$ cat src/design/rqbd_pkg.sv
// rqbd_pkg: shared codes, command and status types for the ring queue batch dequeue block
// no dependencies

package rqbd_pkg;

   localparam int OP_W       = 2;
   localparam int STATUS_W   = 2;
   localparam int OCC_W      = 8;
   localparam int LIMIT_W    = 6;
   localparam int CSR_ADDR_W = 3;
   localparam int CSR_DATA_W = 32;

   localparam logic [OP_W-1:0] OP_ENQ   = 2'd0;
   localparam logic [OP_W-1:0] OP_DEQ   = 2'd1;
   localparam logic [OP_W-1:0] OP_BATCH = 2'd2;

   localparam logic [STATUS_W-1:0] ST_OK    = 2'd0;
   localparam logic [STATUS_W-1:0] ST_FULL  = 2'd1;
   localparam logic [STATUS_W-1:0] ST_EMPTY = 2'd2;

   localparam logic [LIMIT_W-1:0] BATCH_CAP   = 6'd32;
   localparam logic [LIMIT_W-1:0] LIMIT_RESET = 6'd32;

   // word index of the batch limit register
   localparam logic REG_BATCH_LIMIT = 1'b0;

   typedef enum logic [1:0] {
      SRC_ENQ,
      SRC_EMPTY,
      SRC_POP
   } rsp_src_type;

   typedef enum logic [1:0] {
      S_IDLE = 2'b01,
      S_POP  = 2'b10
   } state_type;

   typedef struct packed {
      logic        wr_en;
      logic        rd_en;
      logic        batch_load;
      logic        batch_single;
      logic        rsp_load;
      rsp_src_type rsp_src;
   } cmd_type;

   typedef struct packed {
      logic full;
      logic empty;
      logic out_free;
      logic last_pop;
   } stat_type;

endpackage

$ cat src/design/rqbd_csr.sv
// rqbd_csr: register port holding the batch limit
// depends on rqbd_pkg

module rqbd_csr (
   input  logic                             clock,
   input  logic                             reset,
   input  logic                             csr_psel,
   input  logic                             csr_penable,
   input  logic                             csr_pwrite,
   input  logic [rqbd_pkg::CSR_ADDR_W-1:0]  csr_paddr,
   input  logic [rqbd_pkg::CSR_DATA_W-1:0]  csr_pwdata,
   output logic [rqbd_pkg::CSR_DATA_W-1:0]  csr_prdata,
   output logic                             csr_pready,
   output logic [rqbd_pkg::LIMIT_W-1:0]     batch_limit
);
   import rqbd_pkg::*;

   logic [LIMIT_W-1:0] batch_limit_ff;
   logic [LIMIT_W-1:0] batch_limit_in;
   logic               reg_hit;

   assign reg_hit    = (csr_paddr[CSR_ADDR_W-1] == REG_BATCH_LIMIT);
   assign csr_pready = 1'b1;
   assign csr_prdata = reg_hit ? CSR_DATA_W'(batch_limit_ff) : '0;
   assign batch_limit = batch_limit_ff;

   always_comb begin
      batch_limit_in = batch_limit_ff;
      if (csr_psel && csr_penable && csr_pwrite && reg_hit) begin
         batch_limit_in = csr_pwdata[LIMIT_W-1:0];
      end
   end

   always_ff @(posedge clock) begin
      if (reset) begin
         batch_limit_ff <= LIMIT_RESET;
      end else begin
         batch_limit_ff <= batch_limit_in;
      end
   end

endmodule

$ cat config.mk
export PLATFORM = sky130hd
export DESIGN_NAME = rqbd_csr
export DESIGN_NICKNAME = d
export VERILOG_FILES = /design/src/design/rqbd_pkg.sv /design/src/design/rqbd_csr.sv
export SDC_FILE = /design/constraint.sdc
export NUM_CORES = 1
export LEC_CHECK = 0
export ABC_AREA = 1
export BUFFER_PORTS_ARGS = -buffer_cell sky130_fd_sc_hd__buf_2
export CORE_MARGIN = 10
export CORE_UTILIZATION = 32
export DETAILED_ROUTE_END_ITERATION = 6
export GPL_ROUTABILITY_DRIVEN = 0
export PLACE_DENSITY = 0.84
export SYNTH_ARGS = -nofsm -noshare
export SYNTH_HDL_FRONTEND = slang
export SYNTH_SLANG_ARGS = --single-unit
$ cat constraint.sdc
create_clock -name clock -period 1.5 [get_ports clock]
set_input_delay 0.3 -clock clock [delete_from_list [all_inputs] [get_ports clock]]
set_output_delay 0.3 -clock clock [all_outputs]
set_load 0.005 [all_outputs]
After elaboration in Yosys (flattened, before gate mapping)
Cells that the tools add are included.
{ "op_classes": {"mux": 1, "n_reduce_logical": 3, "bitwise": 1} }
{ "ops": {"columns": ["cell", "count"], "rows": [
  ["$mux 6", 1],
  ["$logic_and 1x1->1", 3],
  ["$not 1->1", 1]
]} }
{ "word_totals": {"reg_bits": 6, "out_inout_bits": 39, "inputBits": 40} }

Depth between registers and ports, before layout
{ "depth": {"ltp_word": 3, "ltp_mapped": 6} }

Worst setup path after synthesis
OpenSTA, ideal clock, no wires.
{ "synth_timing": {"kind": "input -> register", "startpoint": "input csr_paddr[2] in the netlist's numbering", "endpoint": "register batch_limit_ff[0], in the netlist batch_limit[0]", "setup_time_ns": 0.113, "path_buffers": 1, "arrival_ns": 0.736, "setup_slack_ns": 0.651, "stages": 5, "path_cell_list": "buf_6 -> nor2_2 -> nand3_1 -> nand2_1 -> nor2_1"} }
{ "synth_between": {"elab_chain_cells": 2} }
{ "synth_lines": {"columns": ["element", "line_no", "rtl"], "rows": [
  ["start: declaration", "rqbd_csr.sv:10", "input logic [rqbd_pkg::CSR_ADDR_W-1:0] csr_paddr,"],
  ["$not 1->1", "rqbd_csr.sv:22", "assign reg_hit = (csr_paddr[CSR_ADDR_W-1] == REG_BATCH_LIMIT);"],
  ["$logic_and 1x1->1", "rqbd_csr.sv:29", "if (csr_psel && csr_penable && csr_pwrite && reg_hit) begin"],
  ["end signal: assignment", "rqbd_csr.sv:38", "batch_limit_ff <= batch_limit_in;"],
  ["end: declaration", "rqbd_csr.sv:18", "logic [LIMIT_W-1:0] batch_limit_ff;"]
]} }
Every way passes these cells.
A chain may end at the register's enable or synchronous reset.

Final worst setup path
{ "layout_timing": {"startpoint": "register batch_limit_ff[0], in the netlist batch_limit[0]", "endpoint": "output csr_prdata[0] in the netlist's numbering"} }
{ "layout_between": {"elab_chain_cells": 1} }
{ "layout_lines": {"columns": ["element", "line_no", "rtl"], "rows": [
  ["$mux 6", "rqbd_csr.sv:24", "assign csr_prdata = reg_hit ? CSR_DATA_W'(batch_limit_ff) : '0;"],
  ["end: declaration", "rqbd_csr.sv:12", "output logic [rqbd_pkg::CSR_DATA_W-1:0] csr_prdata,"]
]} }
Every way passes these cells.

==> impl_results.md <==
* Total track usage at 5.95%
* Hold_buf cts at 0
* Top cell type's share of synthesized area at 36.2%
* Worst R2R Start: batch_limit[4]
* Post CTS Setup Buffer Count at 0
* Core Area at 1690 um^2
* Root buf cell: clkbuf_4
* First-pass GRT wire length at 1680 um
* Leakage at 0.396 nW
* Reg2Reg Capture Point: batch_limit[4]
* WS Path Type: flop to output pin
* Initial Util at 33.1%
* Crit-path cells: inv_1, nor2_1, buf_2
* Cell variety after synth at 14
* Final WL at 1240 um
* Clock Latency Late Sink at 240 ps
* #FFs+latches synth at 6
* Final Hold Vio Count at 0
* R2R setup slack at 910 ps
* RSZ-0062 raised after global routing: false
* Hold Path Class: input pin to flop
* Total global routing overflow at 0
* Nets@finish at 149
* Via density at 3.70
* Synth top area cells: buf_4, dfxtp_1, nor2_1
* Post-Syn Instances at 84
* Crit path max fanout at 3
* Num Clock Sinks at 6
* Port Buffers at 23
* Placed Cells at 121
* Die Wd at 61.8 um
* Max FFs per register at 6
* Pwr/cell area at 666 nW/um^2
* Hold Crit Endpoint: batch_limit[5]
* HPWL Detailed at 1140 um
* # IOs at 79
* Antenna Cells at 0
* Critical Path RT at 1200 ps
* Register area at 120 um^2
* CP Launch Type: flop
* Hold path cells at 3
* Wire per inst at 10.0 um
* # setup viols final at 0
* TritonCTS buffer count at 3
* Avg Cell Area, Syn at 6.66 um^2
* Worst Reg-to-Reg Cells at 2
* Die height at 61.8 um
* Slowest stage cell, crit path: dfxtp_1
* Setup TNS Final at 0 ps
* H-Tree Depth at 1
* Max-slew violations at 0
* CP top delay family: flip-flops
* Via Count at 459
* Fmax at 885 MHz
* Status: complete, no violations
* Drt pass-1 iters at 4
* Synthesized area at 559 um^2
* Largest net degree at the start of global routing at 9
* Yosys top cell by area: buf_4
* Yosys warns at 0
* Worst-case clock buffer depth at 2
* Initial DRC count at 10
* Peak supply drop at 0.000215 V
* Final Skew at 0 ps
* Max-Cap Viols at 0
* Die area at 3820 um^2
* Worst Path Buf+Inv at 2
* PostCTS Resize Cnt at 0
* CTS tree: built
* Row cnt at 15
* DRC errors left at 0
* Hold path startpoint: csr_pwdata[5]
* Critical Path End Type: output pin
* Share of the yosys chip area belonging to registers at 21.5%
* Vias in the first global route at 425
* Clock transition at path regs at 40 ps
* Critical path arrival at 830 ps
* Area of the multi-input gates at 263 um^2
* Period utilization at 75.3%
* Layout cell share with drive strength beyond 1 at 29.9%
* Initial antenna violation count at 0
* Min Tclk post-route at 1130 ps
* Final cell count without fillers at 124
* Filler cell count at 184
* ANT nets after route at 0
* Critical Path Max Stage Delay at 340 ps
* P&R area growth vs syn at 6.94%
==> routing by layer <==
| layer | vias up | wire (um) | GRT usage, % |
|---|---|---|---|
| met2 | 35 | 555 | 9.22 |
| met3 | 4 | 268 | 3.05 |
| met5 | - | 0 | 0 |
| met1 | 186 | 381 | 5.52 |
| li1 | 234 | - | - |
| met4 | 0 | 39 | 5.73 |
==> worst max-delay path by stage <==
stage	endpoint	cells after the start	start	slack [ps]
after floorplan	batch_limit[0]	5	csr_paddr[2]	650
after global placement	csr_prdata[5]	3	csr_paddr[2]	520
after detailed placement	csr_prdata[0]	3	csr_paddr[2]	520
after CTS	csr_prdata[0]	3	batch_limit[0]	360
after global routing	csr_prdata[0]	3	batch_limit[0]	280
final	csr_prdata[0]	3	batch_limit[0]	370
==> tightest hold or removal path, stage by stage <==
cell and delay [ps]:
buf_2 70, nand2_1 40, nand3_1 70
==> per-stage QoR <==
stage               power, mW  cell area [um^2]  utilization (%)  hold slack [ps]  setup WS (ps)
floorplan               0.277               653                -              426            651
global placement        0.252               576             34.1              473            523
detailed placement      0.253               576             34.1              492            515
CTS                     0.402               598             35.4              269            361
global route            0.432               598             35.4              287            284
finish                  0.398               598             35.4              273            371
==> synth_stat cells (all sizes together) <==
cell	count
buf	28
conb	2
dfxtp	6
inv	15
nand2	8
nand3	6
nor2	18
o21ai	1
==> cells by family (layout without fill, tap and decap cells) <==
family	Yosys count	after routing	synth area share, %
other	2	27	1.34
flip-flops	6	6	21.5
buffers and inverters	43	41	48.3
AO/OA/AOI/OAI	1	1	0.894
AND/OR/NAND/NOR	32	32	28.0
==> layout by cell type, fill, tap and decap left out <==
cell type,netlist,routed
buf_2,0,23
clkbuf_4,0,3
conb_1,2,27
dfxtp_1,6,6
inv_1,13,13
inv_2,2,2
nand2_1,6,6
nand2_2,1,1
nand2_4,1,1
nand3_1,6,6
nor2_1,16,16
nor2_2,1,1
nor2_8,1,1
o21ai_1,1,1
==> area by class of cell <==
class                      instances  share of cell area [%]
inverter                          15                    9.41
multi-input combinational         60                    43.9
sequential                         6                    20.1
tap                               17                    3.56
timing repair buffer              23                    19.2
clock buffer                       3                    3.77
==> report_power, final <==
part | leakage, nW | switching, mW | internal [mW] | total [mW]
Clock | 0.0138 | 0.0544 | 0.0902 | 0.145
Sequential | 0.0488 | 0.00372 | 0.166 | 0.170
Combinational | 0.333 | 0.0551 | 0.0291 | 0.0842
(Power assumes the default switching activity.)
