### config.mk
export PLATFORM = sky130hd
export DESIGN_NAME = rqbd_ctrl
export DESIGN_NICKNAME = d
export VERILOG_FILES = /design/src/design/rqbd_pkg.sv /design/src/design/rqbd_ctrl.sv
export SDC_FILE = /design/constraint.sdc
export NUM_CORES = 1
export LEC_CHECK = 0
export ABC_AREA = 1
export BUFFER_PORTS_ARGS = -buffer_cell sky130_fd_sc_hd__buf_2
export CAP_MARGIN = 0
export CORE_AREA = 2 2 39 41
export DETAILED_ROUTE_END_ITERATION = 8
export DIE_AREA = 0 0 41 43
export GPL_ROUTABILITY_DRIVEN = 1
export GPL_TIMING_DRIVEN = 0
export PLACE_DENSITY = 0.56
export SLEW_MARGIN = 0
export SYNTH_ARGS = -nofsm -noshare
export SYNTH_HDL_FRONTEND = slang
export SYNTH_SLANG_ARGS = --single-unit
### constraint.sdc
create_clock -name clock -period 1.4 [get_ports clock]
set_input_delay 0.28 -clock clock [delete_from_list [all_inputs] [get_ports clock]]
set_output_delay 0.28 -clock clock [all_outputs]
set_load 0.02 [all_outputs]
### src/design/rqbd_pkg.sv
// rqbd_pkg: shared codes, command and status types for the ring queue batch dequeue block
// no dependencies

package rqbd_pkg;

   localparam int OP_W       = 2;
   localparam int STATUS_W   = 2;
   localparam int OCC_W      = 8;
   localparam int LIMIT_W    = 6;
   localparam int CSR_ADDR_W = 3;
   localparam int CSR_DATA_W = 32;

   localparam logic [OP_W-1:0] OP_ENQ   = 2'd0;
   localparam logic [OP_W-1:0] OP_DEQ   = 2'd1;
   localparam logic [OP_W-1:0] OP_BATCH = 2'd2;

   localparam logic [STATUS_W-1:0] ST_OK    = 2'd0;
   localparam logic [STATUS_W-1:0] ST_FULL  = 2'd1;
   localparam logic [STATUS_W-1:0] ST_EMPTY = 2'd2;

   localparam logic [LIMIT_W-1:0] BATCH_CAP   = 6'd32;
   localparam logic [LIMIT_W-1:0] LIMIT_RESET = 6'd32;

   // word index of the batch limit register
   localparam logic REG_BATCH_LIMIT = 1'b0;

   typedef enum logic [1:0] {
      SRC_ENQ,
      SRC_EMPTY,
      SRC_POP
   } rsp_src_type;

   typedef enum logic [1:0] {
      S_IDLE = 2'b01,
      S_POP  = 2'b10
   } state_type;

   typedef struct packed {
      logic        wr_en;
      logic        rd_en;
      logic        batch_load;
      logic        batch_single;
      logic        rsp_load;
      rsp_src_type rsp_src;
   } cmd_type;

   typedef struct packed {
      logic full;
      logic empty;
      logic out_free;
      logic last_pop;
   } stat_type;

endpackage

### src/design/rqbd_ctrl.sv
// rqbd_ctrl: controller state machine sequencing enqueue, dequeue and batch transfers
// depends on rqbd_pkg

module rqbd_ctrl (
   input  logic                       clock,
   input  logic                       reset,
   input  logic                       req_valid,
   output logic                       req_ready,
   input  logic [rqbd_pkg::OP_W-1:0]  req_op,
   input  rqbd_pkg::stat_type         stat,
   output rqbd_pkg::cmd_type          cmd
);
   import rqbd_pkg::*;

   state_type state_ff;
   state_type state_in;

   always_comb begin
      state_in    = state_ff;
      cmd         = '0;
      cmd.rsp_src = SRC_ENQ;
      req_ready   = 1'b0;
      case (state_ff)
         S_IDLE: begin
            req_ready = stat.out_free;
            if (req_valid && stat.out_free) begin
               case (req_op)
                  OP_ENQ: begin
                     cmd.wr_en    = !stat.full;
                     cmd.rsp_load = 1'b1;
                     cmd.rsp_src  = SRC_ENQ;
                  end
                  OP_DEQ, OP_BATCH: begin
                     if (stat.empty) begin
                        cmd.rsp_load = 1'b1;
                        cmd.rsp_src  = SRC_EMPTY;
                     end else begin
                        cmd.rd_en        = 1'b1;
                        cmd.batch_load   = 1'b1;
                        cmd.batch_single = (req_op == OP_DEQ);
                        state_in         = S_POP;
                     end
                  end
                  default: ;
               endcase
            end
         end
         S_POP: begin
            if (stat.out_free) begin
               cmd.rsp_load = 1'b1;
               cmd.rsp_src  = SRC_POP;
               if (stat.last_pop) begin
                  state_in = S_IDLE;
               end else begin
                  cmd.rd_en = 1'b1;
               end
            end
         end
         default: state_in = S_IDLE;
      endcase
   end

   always_ff @(posedge clock) begin
      if (reset) begin
         state_ff <= S_IDLE;
      end else begin
         state_ff <= state_in;
      end
   end

endmodule

**After elaboration in Yosys (flattened, before gate mapping)**

Index checks and enable logic that the tools add are counted.

- Flip-flop bits (word level): 2
- Output and inout port bits: 8

- Equality and inequality tests: 9
- Multiplexer cells: 20
- Reduce and logical (&&, ||, !) cells: 5

Operators by type and width:

| kind | count |
|---|---|
| $mux 2 | 6 |
| $mux 3 | 4 |
| $pmux 3 s2 | 2 |
| $ne 2x2->1 const B | 4 |
| $mux 7 | 1 |
| $mux 1 | 5 |
| $reduce_and 5->1 | 1 |
| $eq 2x1->1 const B | 2 |
| $eq 2x2->1 const B | 2 |
| $pmux 2 s2 | 1 |
| $logic_not 2->1 | 1 |
| $ne 2x1->1 const B | 1 |
| $pmux 1 s2 | 1 |
| $reduce_or 2->1 | 1 |
| $logic_and 1x1->1 | 1 |
| $logic_not 1->1 | 1 |

**Longest topological paths before layout**

- Word-level depth: 5
- Depth in mapped cells: 10
- Mapped depth without buffers: 10

**Worst setup path before layout**

OpenSTA, ideal clock, no wires.

- Path type: flip-flop to output port
- From: register state_ff[1]
- To: output port cmd[0] (netlist bit)
- Data arrival time: 1.406 ns
- Setup slack: -0.286 ns
- Stages on the path, launching flop included: 5
- Buffers on the path: 0
- Path through: dfxtp_1 -> inv_1 -> ha_1 -> inv_1 -> nor4_1

RTL lines:

| element | RTL line | text |
|---|---|---|
| start, declared | rqbd_ctrl.sv:15 | `state_type state_ff;` |
| start signal, assigned | rqbd_ctrl.sv:67 | `state_ff <= state_in;` |
| end, declared | rqbd_ctrl.sv:11 | `output rqbd_pkg::cmd_type cmd` |

==> results.yml <==
sta:
  finalClockSkew_ns: 0.00214
  fin_crit_ns: 1.53
  final_max_slew_viol_count: 0
  tightestPinTransition_ns: 0.183
  worst_slack_ns: -0.134
  grt_setup_unrepaired: "yes"
  hold_viol_final: 0
  final-setup-viol-count: 7
  slew_headroom_pct: 87.7
  fmax_mhz: 652
  min_period_over_period_pct: 110
power:
  intPower_mw: 0.229
  combPwrFrac_pct: 46.4
  power_switching_mw: 0.116
  power_frac_seq_pct: 18.1
  ir_drop_v: 0.000269
  sw_frac_of_total_pct: 33.5
  clockPowerShare_pct: 35.5
  cellLeakagePower_nw: 0.315
  powerDensity_mw_per_mm2: 529
synthesis:
  syn_nets: 59
  synth_top_area_share_pct: 21.1
  ys_ff_latch: 2
  synth_area_um2: 297
  avgSynthCellArea_um2: 6.59
  ys_warn_count: 0
  netlist_top_cells_area: "ha_1 21%, nand2_1 15%, dfxtp_1 14%"
  synth_area_leader_cell: "ha_1"
  yosysSeqAreaShare_pct: 13.5
  yosysUniqueCellTypes: 15
  syn_inst: 45
finish:
  utilization_pct: 47.1
  drive_above_1_share_pct: 78.3
  regMostFlops: "state_ff"
  syn_to_final_growth_pct: 120
  finalNonFillerCells: 85
  nNetsFinal: 85
  diodes: 0
  top_regs: "state_ff: 2 flops"
  largest_reg_flops: 2
worst_setup_path:
  crit_arrival_ns: 1.25
  cpMostUsedCell: "nor2_4"
  cp.required_ns: 1.12
  r2r-end: "state_ff[1]"
  cp-start-kind: "input pin"
  end_kind: "primary output"
  critical_path_class: "in -> out"
  reg2reg_depth: 7
  startpoint: "req_op[1]"
  timing.critical_path.slowest_cell_delay_ns: 0.27
  r2r-start: "state_ff[1]"
  crit_path_top_delay_cell: "ha_4"
  path_cells: "buf_8 > inv_8 > ha_4 > inv_2 > nor2_4 > nand2_4 > nor2_8 > nor2_4 > nor2_4 > buf_6"
  r2r_setup_slack_ns: 0.35
  crit_fanout: 3
hold_path:
  hp-start: "reset"
  min_path_cells: 2
  min_to: "state_ff[1]"
  holdCritPathClass: "in -> reg"
job:
  maxCapViolCount: 0
clock_network:
  h-tree-depth: 1
  clkSlewWorstSetupHoldPaths_ns: 0.03
  clk_latency_ns: 0.22
  cts_tree: "built"
  cts-root-buf: "clkbuf_4"
  cts.sinks: 2
  clk_path_buf_depth: 2
  numCtsBuffers: 3
detailed_routing:
  post_drt_wl_per_cell_um: 8.95
  dr.first_iter.drc_count: 1
  met2_length_um: 416
  met1_length_um: 318
  routed_wl_um: 761
  drc_errors: 0
  dr_wl_met3_um: 26
  viasPerCell: 4.02
  first_pass_iters: 3
  vias: 342
  ant_nets: 0
  highest_layer: "met3"
die:
  placementRows: 14
  die_area_mm2: 0.00176
  core_mm2: 0.00138
  dieHeight_um: 43
  start_util_pct: 21.4
  die_w_um: 41
  io_pins: 17
grt:
  grt_pass1_wl_um: 1250
  grt_util_all_layers_pct: 9.92
  grt_pass1_vias: 318
  grt_start_max_net_pins: 5
  grt_remaining_overflow: 0
  antenna_found_initial: 0
place:
  pre_cts_ws_ns: -0.278
  io_buffers: 16
  hpwl_um: 584
  place.gp.congestion: 0.732
  dp_cells: 77
status:
  violations: "setup timing"
  status: "finished, violations left"
-- power groups by stage --
| stage | sequential (mW) | combinational [mW] | clock (mW) |
|---|---|---|---|
| after global placement | 0.0620 | 0.114 | 0 |
| after detailed placement | 0.0620 | 0.116 | 0 |
| after CTS | 0.0633 | 0.153 | 0.129 |
| final | 0.0625 | 0.160 | 0.122 |
| after global routing | 0.0627 | 0.175 | 0.132 |
| after floorplan | 0.0616 | 0.0800 | 0 |
-- timing repair --
action                                 CTS  global route
hold buffers                             0             0
pin swaps                                9             4
setup endpoints to repair                8             8
endpoints found under the hold margin    0             0
setup buffers                            3             2
resized for setup                       31             7
-- synthesized netlist by cell type --
master and instances:
nand2_1 12, nand2_2 2, nor2_4 1, a21oi_1 2, nor2_8 1, dfxtp_1 2
nand2_4 1, a21oi_2 1, nand3_1 1, nor3_1 1, nor2_1 3, inv_1 10
ha_1 5, inv_2 1, nor4_1 2
-- kinds of logic after synthesis --
group	count (synthesis)	synth area share, %
simple gates	24	45.1
flops	2	13.5
compound gates	3	6.33
fa+ha+maj	5	21.1
buf+inv	11	13.9
-- metal layers --
layer | up-vias | track usage [%]
li1 | 186 | -
met1 | 149 | 13.1
met2 | 7 | 16.3
met3 | 0 | 1.57
met4 | 0 | 2.00
met5 | - | 0
-- layout by cell type, fill, tap and decap left out, types with 3 or more instances in the layout --
cell      netlist  layout
buf_2           0       7
inv_2           1       4
buf_6           0       4
clkbuf_4        0       3
ha_4            0       3
nand2_1        12       9
inv_1          10       3
nand2_2         2       4
nor2_4          1       4
buf_4           0       8
a21oi_2         1       3
-- how the worst max path moves through the flow --
stage / endpoint / cells past startpoint
3_5_place_dp: cmd[5] / 10
3_3_place_gp: cmd[5] / 10
2_1_floorplan: cmd[5] / 8
5_1_grt: cmd[5] / 10
4_1_cts: cmd[6] / 5
6_report: cmd[5] / 10
-- cell type report --
type,instances,area (um^2)
flip-flops and latches,2,45.0
well taps,16,20.0
inverters,11,63.8
fillers,131,732
repair buffers,21,170
multi-input cells,32,330
clock buffers,3,22.5
-- worst max-delay path: cells and delay by family --
kind	cells	cell delay, ns
fa+ha+maj	1	0.27
simple gates	5	0.44
buf+inv	4	0.28
-- stage by stage --
| step | power (mW) | hold WS [ns] | TNS (ns) | area, um^2 |
|---|---|---|---|---|
| 2_1_floorplan | 0.142 | 0.342 | -0.0254 | 373 |
| 3_3_place_gp | 0.176 | 0.458 | -0.849 | 473 |
| 3_5_place_dp | 0.178 | 0.463 | -0.901 | 473 |
| 4_1_cts | 0.345 | 0.223 | -0.673 | 619 |
| 5_1_grt | 0.370 | 0.225 | -1.09 | 652 |
| 6_report | 0.345 | 0.229 | -0.666 | 652 |
No activity file was read; power rests on OpenSTA's default activity.
